--- src/hw/rtl/pcfd_pkg.sv ---
// shared types and constants for the filtered-derivative pid unit
// no dependencies; used by the multiplier, divider and controller rtl files
`default_nettype none

package pcfd_pkg;

  // register indexes on the configuration port
  localparam logic [2:0] REG_GAIN_P  = 3'd0;
  localparam logic [2:0] REG_GAIN_I  = 3'd1;
  localparam logic [2:0] REG_GAIN_D  = 3'd2;
  localparam logic [2:0] REG_ALPHA   = 3'd3;
  localparam logic [2:0] REG_LIM_LOW = 3'd4;
  localparam logic [2:0] REG_LIM_HI  = 3'd5;

  // time step bounds and scale
  localparam logic [16:0] STEP_MAX  = 17'd100000;
  localparam logic [19:0] US_PER_S  = 20'd1000000;
  localparam logic [55:0] HALF_S_US = 56'd500000;

  // 48 bit saturation bounds
  localparam logic signed [47:0] S48_MAX = 48'sh7FFF_FFFF_FFFF;
  localparam logic signed [47:0] S48_MIN = 48'sh8000_0000_0000;

  // serial multiplier: a is 50 bit signed, b is 33 bit signed
  typedef struct packed {
    logic               start;
    logic               frac;
    logic signed [49:0] a;
    logic signed [32:0] b;
  } pcfd_mul_cmd_t;

  typedef struct packed {
    logic               done;
    logic signed [65:0] res;
  } pcfd_mul_rsp_t;

  // serial divider: unsigned 56 bit numerator over 20 bit denominator
  typedef struct packed {
    logic        start;
    logic [55:0] num;
    logic [19:0] den;
  } pcfd_div_cmd_t;

  typedef struct packed {
    logic        done;
    logic [55:0] quo;
  } pcfd_div_rsp_t;

endpackage

`default_nettype wire

--- src/hw/rtl/pcfd_mul.sv ---
// bit-serial signed multiplier, one multiplier bit per cycle
// optional floor division by 65536; depends on pcfd_pkg
`default_nettype none

module pcfd_mul (
  input  logic                    clk,
  input  logic                    rst,
  input  pcfd_pkg::pcfd_mul_cmd_t cmd,
  output pcfd_pkg::pcfd_mul_rsp_t rsp
);
  import pcfd_pkg::*;

  logic        busy;
  logic        fin;
  logic [5:0]  cnt;
  logic [49:0] mag_a;
  logic [82:0] prod;
  logic        neg;
  logic        frac;
  logic [50:0] psum;
  logic [65:0] qmag;

  // add the multiplicand when the current multiplier bit is set
  always_comb begin
    psum = {1'b0, prod[82:33]} + (prod[0] ? {1'b0, mag_a} : 51'd0);
    if (frac) begin
      qmag = prod[81:16] + {65'd0, neg && (prod[15:0] != 16'd0)};
    end else begin
      qmag = prod[65:0];
    end
  end

  // shift-add sequence over the 33 multiplier bits
  always_ff @(posedge clk) begin
    if (rst) begin
      busy     <= 1'b0;
      fin      <= 1'b0;
      rsp.done <= 1'b0;
    end else begin
      rsp.done <= 1'b0;
      fin      <= 1'b0;
      if (cmd.start) begin
        busy  <= 1'b1;
        cnt   <= 6'd0;
        mag_a <= cmd.a[49] ? 50'(-cmd.a) : 50'(cmd.a);
        prod  <= {50'd0, (cmd.b[32] ? 33'(-cmd.b) : 33'(cmd.b))};
        neg   <= cmd.a[49] ^ cmd.b[32];
        frac  <= cmd.frac;
      end else if (busy) begin
        prod <= {psum, prod[32:1]};
        cnt  <= cnt + 6'd1;
        if (cnt == 6'd32) begin
          busy <= 1'b0;
          fin  <= 1'b1;
        end
      end
      if (fin) begin
        rsp.done <= 1'b1;
        rsp.res  <= neg ? -$signed(qmag) : $signed(qmag);
      end
    end
  end

endmodule

`default_nettype wire

--- src/hw/rtl/pcfd_div.sv ---
// bit-serial restoring divider, one quotient bit per cycle
// depends on pcfd_pkg
`default_nettype none

module pcfd_div (
  input  logic                    clk,
  input  logic                    rst,
  input  pcfd_pkg::pcfd_div_cmd_t cmd,
  output pcfd_pkg::pcfd_div_rsp_t rsp
);
  import pcfd_pkg::*;

  logic        busy;
  logic        done;
  logic [5:0]  cnt;
  logic [19:0] rem;
  logic [19:0] den;
  logic [55:0] quo;
  logic [20:0] trial;
  logic        ge;

  // trial subtract of the next numerator bit
  always_comb begin
    trial = {rem, quo[55]};
    ge    = trial >= {1'b0, den};
  end

  // numerator shifts out on top while quotient bits shift in below
  always_ff @(posedge clk) begin
    if (rst) begin
      busy <= 1'b0;
      done <= 1'b0;
    end else begin
      done <= 1'b0;
      if (cmd.start) begin
        busy <= 1'b1;
        cnt  <= 6'd0;
        rem  <= 20'd0;
        den  <= cmd.den;
        quo  <= cmd.num;
      end else if (busy) begin
        rem <= ge ? 20'(trial - {1'b0, den}) : trial[19:0];
        quo <= {quo[54:0], ge};
        cnt <= cnt + 6'd1;
        if (cnt == 6'd55) begin
          busy <= 1'b0;
          done <= 1'b1;
        end
      end
    end
  end

  assign rsp.done = done;
  assign rsp.quo  = quo;

endmodule

`default_nettype wire

--- src/hw/rtl/pid_controller_filtered_derivative_unit.sv ---
// pid controller with clamped integral term and filtered derivative, Q16.16
// depends on pcfd_pkg, pcfd_mul, pcfd_div
//
//   channel | signals                              | role
//   in      | in_valid in_ready target measured step_us | one sample
//   out     | out_valid out_ready drive            | saturated output
//   cfg     | cfg_we cfg_index cfg_data            | register writes
//
// from acceptance to the output register one sample goes through six passes
// of the shared 33 bit serial multiplier, two passes of the 56 bit serial
// divider and a final sum step.
// a new item is taken once the previous one reaches the output register.
// reset is synchronous and restores gains, limits and all controller state.
// a held result on the output blocks only the final sum step.
`default_nettype none

module pid_controller_filtered_derivative_unit (
  input  logic        clk,
  input  logic        rst,
  input  logic        in_valid,
  output logic        in_ready,
  input  logic [31:0] target,
  input  logic [31:0] measured,
  input  logic [19:0] step_us,
  output logic        out_valid,
  input  logic        out_ready,
  output logic [31:0] drive,
  input  logic        cfg_we,
  input  logic [2:0]  cfg_index,
  input  logic [31:0] cfg_data
);
  import pcfd_pkg::*;

  typedef enum logic [3:0] {
    S_IDLE, S_PMUL, S_MMUL, S_IDIV, S_IMUL, S_DMUL, S_DDIV, S_FMUL, S_GMUL, S_SUM
  } state_t;

  state_t state;

  // configuration
  logic signed [31:0] gain_p, gain_i, gain_d, limit_low, limit_high;
  logic [16:0]        alpha;

  // controller state
  logic signed [47:0] integ, filt;
  logic signed [32:0] prev;

  // per-item working registers
  logic signed [32:0] err;
  logic [16:0]        stepc;
  logic signed [49:0] p;
  logic signed [65:0] iv, dres;

  pcfd_mul_cmd_t mul_cmd;
  pcfd_mul_rsp_t mul_rsp;
  pcfd_div_cmd_t div_cmd;
  pcfd_div_rsp_t div_rsp;

  logic signed [32:0] err_in;
  logic [16:0]        step_in;
  logic [32:0]        err_mag;
  logic signed [33:0] diff;
  logic [33:0]        diff_mag;
  logic signed [57:0] isum;
  logic signed [47:0] integ_sat;
  logic signed [65:0] lo66, hi66, iv_clamp;
  logic signed [47:0] raw;
  logic signed [65:0] fsum;
  logic signed [47:0] filt_sat;
  logic signed [65:0] tsum, lim_lo66, lim_hi66, tclamp;

  // sample front end
  always_comb begin
    err_in = $signed({target[31], target}) - $signed({measured[31], measured});
    if (step_us == 20'd0) begin
      step_in = 17'd1;
    end else if (step_us > {3'd0, STEP_MAX}) begin
      step_in = STEP_MAX;
    end else begin
      step_in = step_us[16:0];
    end
    err_mag  = err[32] ? 33'(-err) : 33'(err);
    diff     = $signed({err[32], err}) - $signed({prev[32], prev});
    diff_mag = diff[33] ? 34'(-diff) : 34'(diff);
  end

  // integral update, saturating at 48 bits
  always_comb begin
    isum = $signed({{10{integ[47]}}, integ})
         + (err[32] ? -$signed({2'b00, div_rsp.quo}) : $signed({2'b00, div_rsp.quo}));
    if (isum > $signed({{10{S48_MAX[47]}}, S48_MAX})) begin
      integ_sat = S48_MAX;
    end else if (isum < $signed({{10{S48_MIN[47]}}, S48_MIN})) begin
      integ_sat = S48_MIN;
    end else begin
      integ_sat = isum[47:0];
    end
  end

  // integral term clamp so that p plus i stays in the output limits
  always_comb begin
    lo66 = $signed({{34{limit_low[31]}}, limit_low}) - $signed({{16{p[49]}}, p});
    hi66 = $signed({{34{limit_high[31]}}, limit_high}) - $signed({{16{p[49]}}, p});
    iv_clamp = mul_rsp.res;
    if (iv_clamp < lo66) iv_clamp = lo66;
    if (iv_clamp > hi66) iv_clamp = hi66;
  end

  // raw slope from the divider, saturated to 48 bits
  always_comb begin
    if (div_rsp.quo[55:47] != 9'd0) begin
      raw = diff[33] ? S48_MIN : S48_MAX;
    end else begin
      raw = diff[33] ? -$signed({1'b0, div_rsp.quo[46:0]})
                     : $signed({1'b0, div_rsp.quo[46:0]});
    end
  end

  // filter update, saturating at 48 bits
  always_comb begin
    fsum = $signed({{18{filt[47]}}, filt}) + mul_rsp.res;
    if (fsum > $signed({{18{S48_MAX[47]}}, S48_MAX})) begin
      filt_sat = S48_MAX;
    end else if (fsum < $signed({{18{S48_MIN[47]}}, S48_MIN})) begin
      filt_sat = S48_MIN;
    end else begin
      filt_sat = fsum[47:0];
    end
  end

  // output sum and saturation
  always_comb begin
    lim_lo66 = $signed({{34{limit_low[31]}}, limit_low});
    lim_hi66 = $signed({{34{limit_high[31]}}, limit_high});
    tsum     = $signed({{16{p[49]}}, p}) + iv + dres;
    tclamp   = tsum;
    if (tclamp < lim_lo66) tclamp = lim_lo66;
    if (tclamp > lim_hi66) tclamp = lim_hi66;
  end

  assign in_ready = (state == S_IDLE);

  // sequencer, configuration and output register
  always_ff @(posedge clk) begin
    if (rst) begin
      state         <= S_IDLE;
      out_valid     <= 1'b0;
      mul_cmd.start <= 1'b0;
      div_cmd.start <= 1'b0;
      gain_p        <= 32'sd65536;
      gain_i        <= 32'sd0;
      gain_d        <= 32'sd0;
      alpha         <= 17'd65536;
      limit_low     <= 32'sh8000_0000;
      limit_high    <= 32'sh7FFF_FFFF;
      integ         <= 48'sd0;
      filt          <= 48'sd0;
      prev          <= 33'sd0;
    end else begin
      mul_cmd.start <= 1'b0;
      div_cmd.start <= 1'b0;
      // the sum step reloads the output register itself
      if (out_valid && out_ready && state != S_SUM) out_valid <= 1'b0;

      if (cfg_we) begin
        unique case (cfg_index)
          REG_GAIN_P:  gain_p     <= cfg_data;
          REG_GAIN_I:  gain_i     <= cfg_data;
          REG_GAIN_D:  gain_d     <= cfg_data;
          REG_ALPHA:   alpha      <= cfg_data[16:0];
          REG_LIM_LOW: limit_low  <= cfg_data;
          REG_LIM_HI:  limit_high <= cfg_data;
          default: ;
        endcase
      end

      unique case (state)
        S_IDLE: begin
          if (in_valid) begin
            err           <= err_in;
            stepc         <= step_in;
            mul_cmd.start <= 1'b1;
            mul_cmd.frac  <= 1'b1;
            mul_cmd.a     <= $signed({{17{err_in[32]}}, err_in});
            mul_cmd.b     <= $signed({gain_p[31], gain_p});
            state         <= S_PMUL;
          end
        end
        S_PMUL: begin
          if (mul_rsp.done) begin
            p             <= mul_rsp.res[49:0];
            mul_cmd.start <= 1'b1;
            mul_cmd.frac  <= 1'b0;
            mul_cmd.a     <= $signed({17'd0, err_mag});
            mul_cmd.b     <= $signed({16'd0, stepc});
            state         <= S_MMUL;
          end
        end
        S_MMUL: begin
          if (mul_rsp.done) begin
            div_cmd.start <= 1'b1;
            div_cmd.num   <= mul_rsp.res[55:0] + HALF_S_US;
            div_cmd.den   <= US_PER_S;
            state         <= S_IDIV;
          end
        end
        S_IDIV: begin
          if (div_rsp.done) begin
            integ         <= integ_sat;
            mul_cmd.start <= 1'b1;
            mul_cmd.frac  <= 1'b1;
            mul_cmd.a     <= $signed({{2{integ_sat[47]}}, integ_sat});
            mul_cmd.b     <= $signed({gain_i[31], gain_i});
            state         <= S_IMUL;
          end
        end
        S_IMUL: begin
          if (mul_rsp.done) begin
            iv            <= iv_clamp;
            mul_cmd.start <= 1'b1;
            mul_cmd.frac  <= 1'b0;
            mul_cmd.a     <= $signed({16'd0, diff_mag});
            mul_cmd.b     <= $signed({13'd0, US_PER_S});
            state         <= S_DMUL;
          end
        end
        S_DMUL: begin
          if (mul_rsp.done) begin
            div_cmd.start <= 1'b1;
            div_cmd.num   <= mul_rsp.res[55:0];
            div_cmd.den   <= {3'd0, stepc};
            state         <= S_DDIV;
          end
        end
        S_DDIV: begin
          if (div_rsp.done) begin
            mul_cmd.start <= 1'b1;
            mul_cmd.frac  <= 1'b1;
            mul_cmd.a     <= $signed({{2{raw[47]}}, raw}) - $signed({{2{filt[47]}}, filt});
            mul_cmd.b     <= $signed({16'd0, alpha});
            state         <= S_FMUL;
          end
        end
        S_FMUL: begin
          if (mul_rsp.done) begin
            filt          <= filt_sat;
            mul_cmd.start <= 1'b1;
            mul_cmd.frac  <= 1'b1;
            mul_cmd.a     <= $signed({{2{filt_sat[47]}}, filt_sat});
            mul_cmd.b     <= $signed({gain_d[31], gain_d});
            state         <= S_GMUL;
          end
        end
        S_GMUL: begin
          if (mul_rsp.done) begin
            dres  <= mul_rsp.res;
            state <= S_SUM;
          end
        end
        S_SUM: begin
          if (!out_valid || out_ready) begin
            drive     <= tclamp[31:0];
            out_valid <= 1'b1;
            prev      <= err;
            state     <= S_IDLE;
          end
        end
        default: state <= S_IDLE;
      endcase
    end
  end

  pcfd_mul u_mul (
    .clk (clk),
    .rst (rst),
    .cmd (mul_cmd),
    .rsp (mul_rsp)
  );

  pcfd_div u_div (
    .clk (clk),
    .rst (rst),
    .cmd (div_cmd),
    .rsp (div_rsp)
  );

endmodule

`default_nettype wire

--- config.mk ---
export PLATFORM = sky130hd
export DESIGN_NAME = pid_controller_filtered_derivative_unit
export DESIGN_NICKNAME = d
export VERILOG_FILES = /design/src/hw/rtl/pcfd_pkg.sv /design/src/hw/rtl/pcfd_mul.sv /design/src/hw/rtl/pcfd_div.sv /design/src/hw/rtl/pid_controller_filtered_derivative_unit.sv
export SDC_FILE = /design/constraint.sdc
export NUM_CORES = 2
export LEC_CHECK = 0
export BUFFER_PORTS_ARGS = -buffer_cell sky130_fd_sc_hd__clkbuf_2
export CORE_MARGIN = 2
export CORE_UTILIZATION = 67
export CTS_CLUSTER_DIAMETER = 200
export CTS_CLUSTER_SIZE = 40
export DETAILED_ROUTE_END_ITERATION = 8
export GPL_TIMING_DRIVEN = 0
export PLACE_DENSITY = 0.84
export SETUP_SLACK_MARGIN = 0.1
export SKIP_CTS_REPAIR_TIMING = 1
export SYNTH_ARGS = -nofsm -noshare
export SYNTH_HDL_FRONTEND = slang
export SYNTH_HIERARCHICAL = 1
export SYNTH_SLANG_ARGS = --single-unit
--- constraint.sdc ---
create_clock -name clk -period 21.5 [get_ports clk]
set_input_delay 5.375 -clock clk [delete_from_list [all_inputs] [get_ports clk]]
set_output_delay 5.375 -clock clk [all_outputs]
set_load 0.01 [all_outputs]
==> metrics <==
critical path startpoint category register; CP Data Arrival Time 14.51 ns; Critical R2R Capture drive[25]; die height 362 um; Final Cell Area 90100 um2; MaxCap Viol Count 7; IO Port Bufs approximately 160; post-synth top area share around a quarter; largest net degree at the start of global routing 42; CTS Buffer Depth 3; Yosys cell types 117; Hold Startpoint mul_cmd[83]; sequential fraction of the synthesis area 33.0%; Starting DRT DRC Count roughly 13000; Peak VDD IR 0.0903 mV; Syn Inst Count ~10000; layout cells sized above 1 5.65%; Worst Reg-to-Reg Cells 38; routability cong. about 1.1; Synth Warn # 6; final cell count without fillers 11862; die area around 130000 um2; antenna violations before repair 13; NumNets Final 11117; Global Route Usage Sum between 40% and 50%; Multi-input gate area 53900 um2; share of total power in sequential cells 44.2%; Worst R2R Setup Slack 7.54 ns; CP max-delay cell o211ai_1; DRT Pass-1 Iters 9; Post-DP HPWL 266000 um; die width approximately 360 um; most frequent CP cell o21ai_0; hold path endpoint u_mul/frac; gr ovfl total 0; clock sink count 1047; # IOs approximately 160; area leader, netlist edfxtp_1; hold crit path type reg -> reg; top cells by area, synth edfxtp_1 26%, ha_1 11%, dfxtp_1 7.4%, nand2_1 5.6%, a21oi_1 5.5%; Logic pwr share 40.7%; Critical Path Max Stage Delay 0.98 ns; Worst Hold Depth 0; via count 84336; Vias per Instance 7.11; area of the mapped netlist 85700 um2; Worst-Skew Late Latency 0.82 ns; Crit Path Max Fanout 10; Switching Share between 40% and 50%; Commonest cells post-synth 1287 x nand2_1, 945 x a21oi_1, 743 x ha_1; site row count 131; dpl cell area 89200 um2; post-layout util 70.7%; Crit path buffers/inverters 3; Sequential Area around 28000 um2; Setup CP Type reg -> reg; slew margin rel. -9.48%; DRT Wirelength around 330000 um; CTS HTree Levels 1; final worst path period share 65.0%; CTS tree yes; Post-synth ARST share 0%; EDFF count, synth 729; failing checks DRC, capacitance limit, slew limit; Pleak roughly 35 nW; reg2reg start p[0]; Placed Cells 11805; crit path from p[0]; post-synthesis mux area share 2.46%; final setup vio count 0; most common cell in the netlist nand2_1; clock share of power 15.2%; outcome complete, but fails checks; clk_skew 0.134 ns; largest family of logic cells by synthesized area compound AO/OA/AOI/OAI gates; P_sw 2.52 mW; Synth Area in Simple Gates 19.0%; Pwr per Cell Area 67.1 nW/um2; P_int 3.52 mW; worst-margin pin slew approximately 1.6 ns; Initial Util 67.3%; critical path's top delay family compound AO/OA/AOI/OAI gates; final hold violations 0; setup TNS 0 ns; Post-DRT Antenna Nets 0; RSZ-0062 raised after global routing false; area share of fa/ha/maj cells after synthesis 12.6%; CP Capture Type register; FILL cells 9566; synthesized area per cell between 8 and 9 um2; core area 127000 um2; Max Clock Freq 71.6 MHz; CTS Buf Count 30; first-pass GRT wire length 490000 um; Compound-Gate Fraction of Synth Area a little over a fifth; DRC errors left 20; Synth Flop Type edfxtp_1; Synthesized Nets 10897; Root Driver clkbuf_16; Wirelength per Cell 28.2 um; max-slew violation count 76; clock-pin slew on the worst setup and hold paths 0.15 ns; XOR/XNOR Fraction of Synth Area a little over 7%; Worst Path Required 22.05 ns; flops & latches, synth 1047; P&R area growth vs syn 5.06%; vias in the first global route 79888; post-route minimum period 13.96 ns
-- state kept, by name, summed over array words and instances, names as in the netlist, 20 cells and up --
| name | cells |
|---|---|
| u_mul/prod | 83 |
| u_mul/rsp | 67 |
| p | 50 |
| prev | 33 |
| gain_d | 32 |
| mul_cmd | 83 |
| u_div/den | 20 |
| iv | 66 |
| gain_i | 32 |
| limit_high | 32 |
| u_mul/mag_a | 50 |
| integ | 48 |
| drive | 32 |
| div_cmd | 75 |
| gain_p | 32 |
| u_div/rem | 20 |
| err | 33 |
| u_div/quo | 56 |
| dres | 66 |
| limit_low | 32 |
| filt | 48 |
-- power by group through the flow --
stage               clock network (mW)  logic, mW  registers (mW)
floorplan                            0       1.58            2.60
global placement                     0       2.23            2.71
detailed placement                   0       2.32            2.69
CTS                              0.899       2.33            2.65
global route                     0.953       2.59            2.67
finish                           0.916       2.46            2.67
-- final cells by class --
class	instances	share of cell area, %
clock inverter	2	0.0667
tap	1662	2.31
sequential	1047	31.4
inverter	510	2.13
timing repair buffer	188	1.38
multi-input combinational	7963	59.9
buffer	435	1.94
clock buffer	54	0.933
antenna	1	0.00278
-- per-stage QoR --
stage | hold slack (ns) | worst slack, ns | total power [mW]
2_1_floorplan | 0.400 | 10.28 | 4.18
6_report | 0.438 | 7.54 | 6.05
3_3_place_gp | 0.401 | 6.06 | 4.94
4_1_cts | 0.439 | 8.32 | 5.88
5_1_grt | 0.444 | 7.50 | 6.22
3_5_place_dp | 0.406 | 8.37 | 5.01
-- how the worst max path moves through the flow --
stage	endpoint	cells after the start	slack [ns]
final	drive[25]	38	7.54
after CTS	drive[25]	38	8.32
after global routing	drive[25]	38	7.50
after floorplan	div_cmd[0]	2	10.28
after global placement	div_cmd[60]	3	6.06
after detailed placement	drive[25]	38	8.37
-- layer usage --
metal / global-route usage (%) / wire length, um / vias to the layer above
met2: 75.3 / 141000 / 6356
li1: - / - / 36965
met5: 0 / 154 / -
met4: 41.2 / 35200 / 22
met1: 58.3 / 114000 / 39343
met3: 13.1 / 43800 / 1650
-- cells by family (layout without fill, tap and decap cells) --
family | Yosys count | in the layout
simple gates | 3355 | 3355
mux | 192 | 192
fa+ha+maj | 818 | 818
other cells | 0 | 1
compound gates | 2906 | 2906
buf+inv | 945 | 1189
xor+xnor | 692 | 692
flops | 1047 | 1047
-- layout by cell type (no fill, tap or decap), types with 162 or more instances in the layout --
cell type,n
a21o_1,334
a21oi_1,945
clkbuf_1,386
clkbuf_2,162
dfxtp_1,318
edfxtp_1,729
ha_1,743
inv_1,507
nand2_1,1287
nand3_1,229
nand4_1,198
nor2_1,617
o21ai_0,587
xnor2_1,459
xor2_1,232
-- worst register-to-register path, delay by kind of cell, from the launching register on --
kind	cells	cell delay, ns
AND/OR/NAND/NOR	11	2.62
adder cells (fa/ha/maj)	5	1.52
flip-flops	1	0.50
multiplexers	3	1.69
XOR/XNOR	1	0.49
AO/OA/AOI/OAI	15	5.30
buffers and inverters	3	1.56
Note: power is estimated with default switching activity, not from simulation.
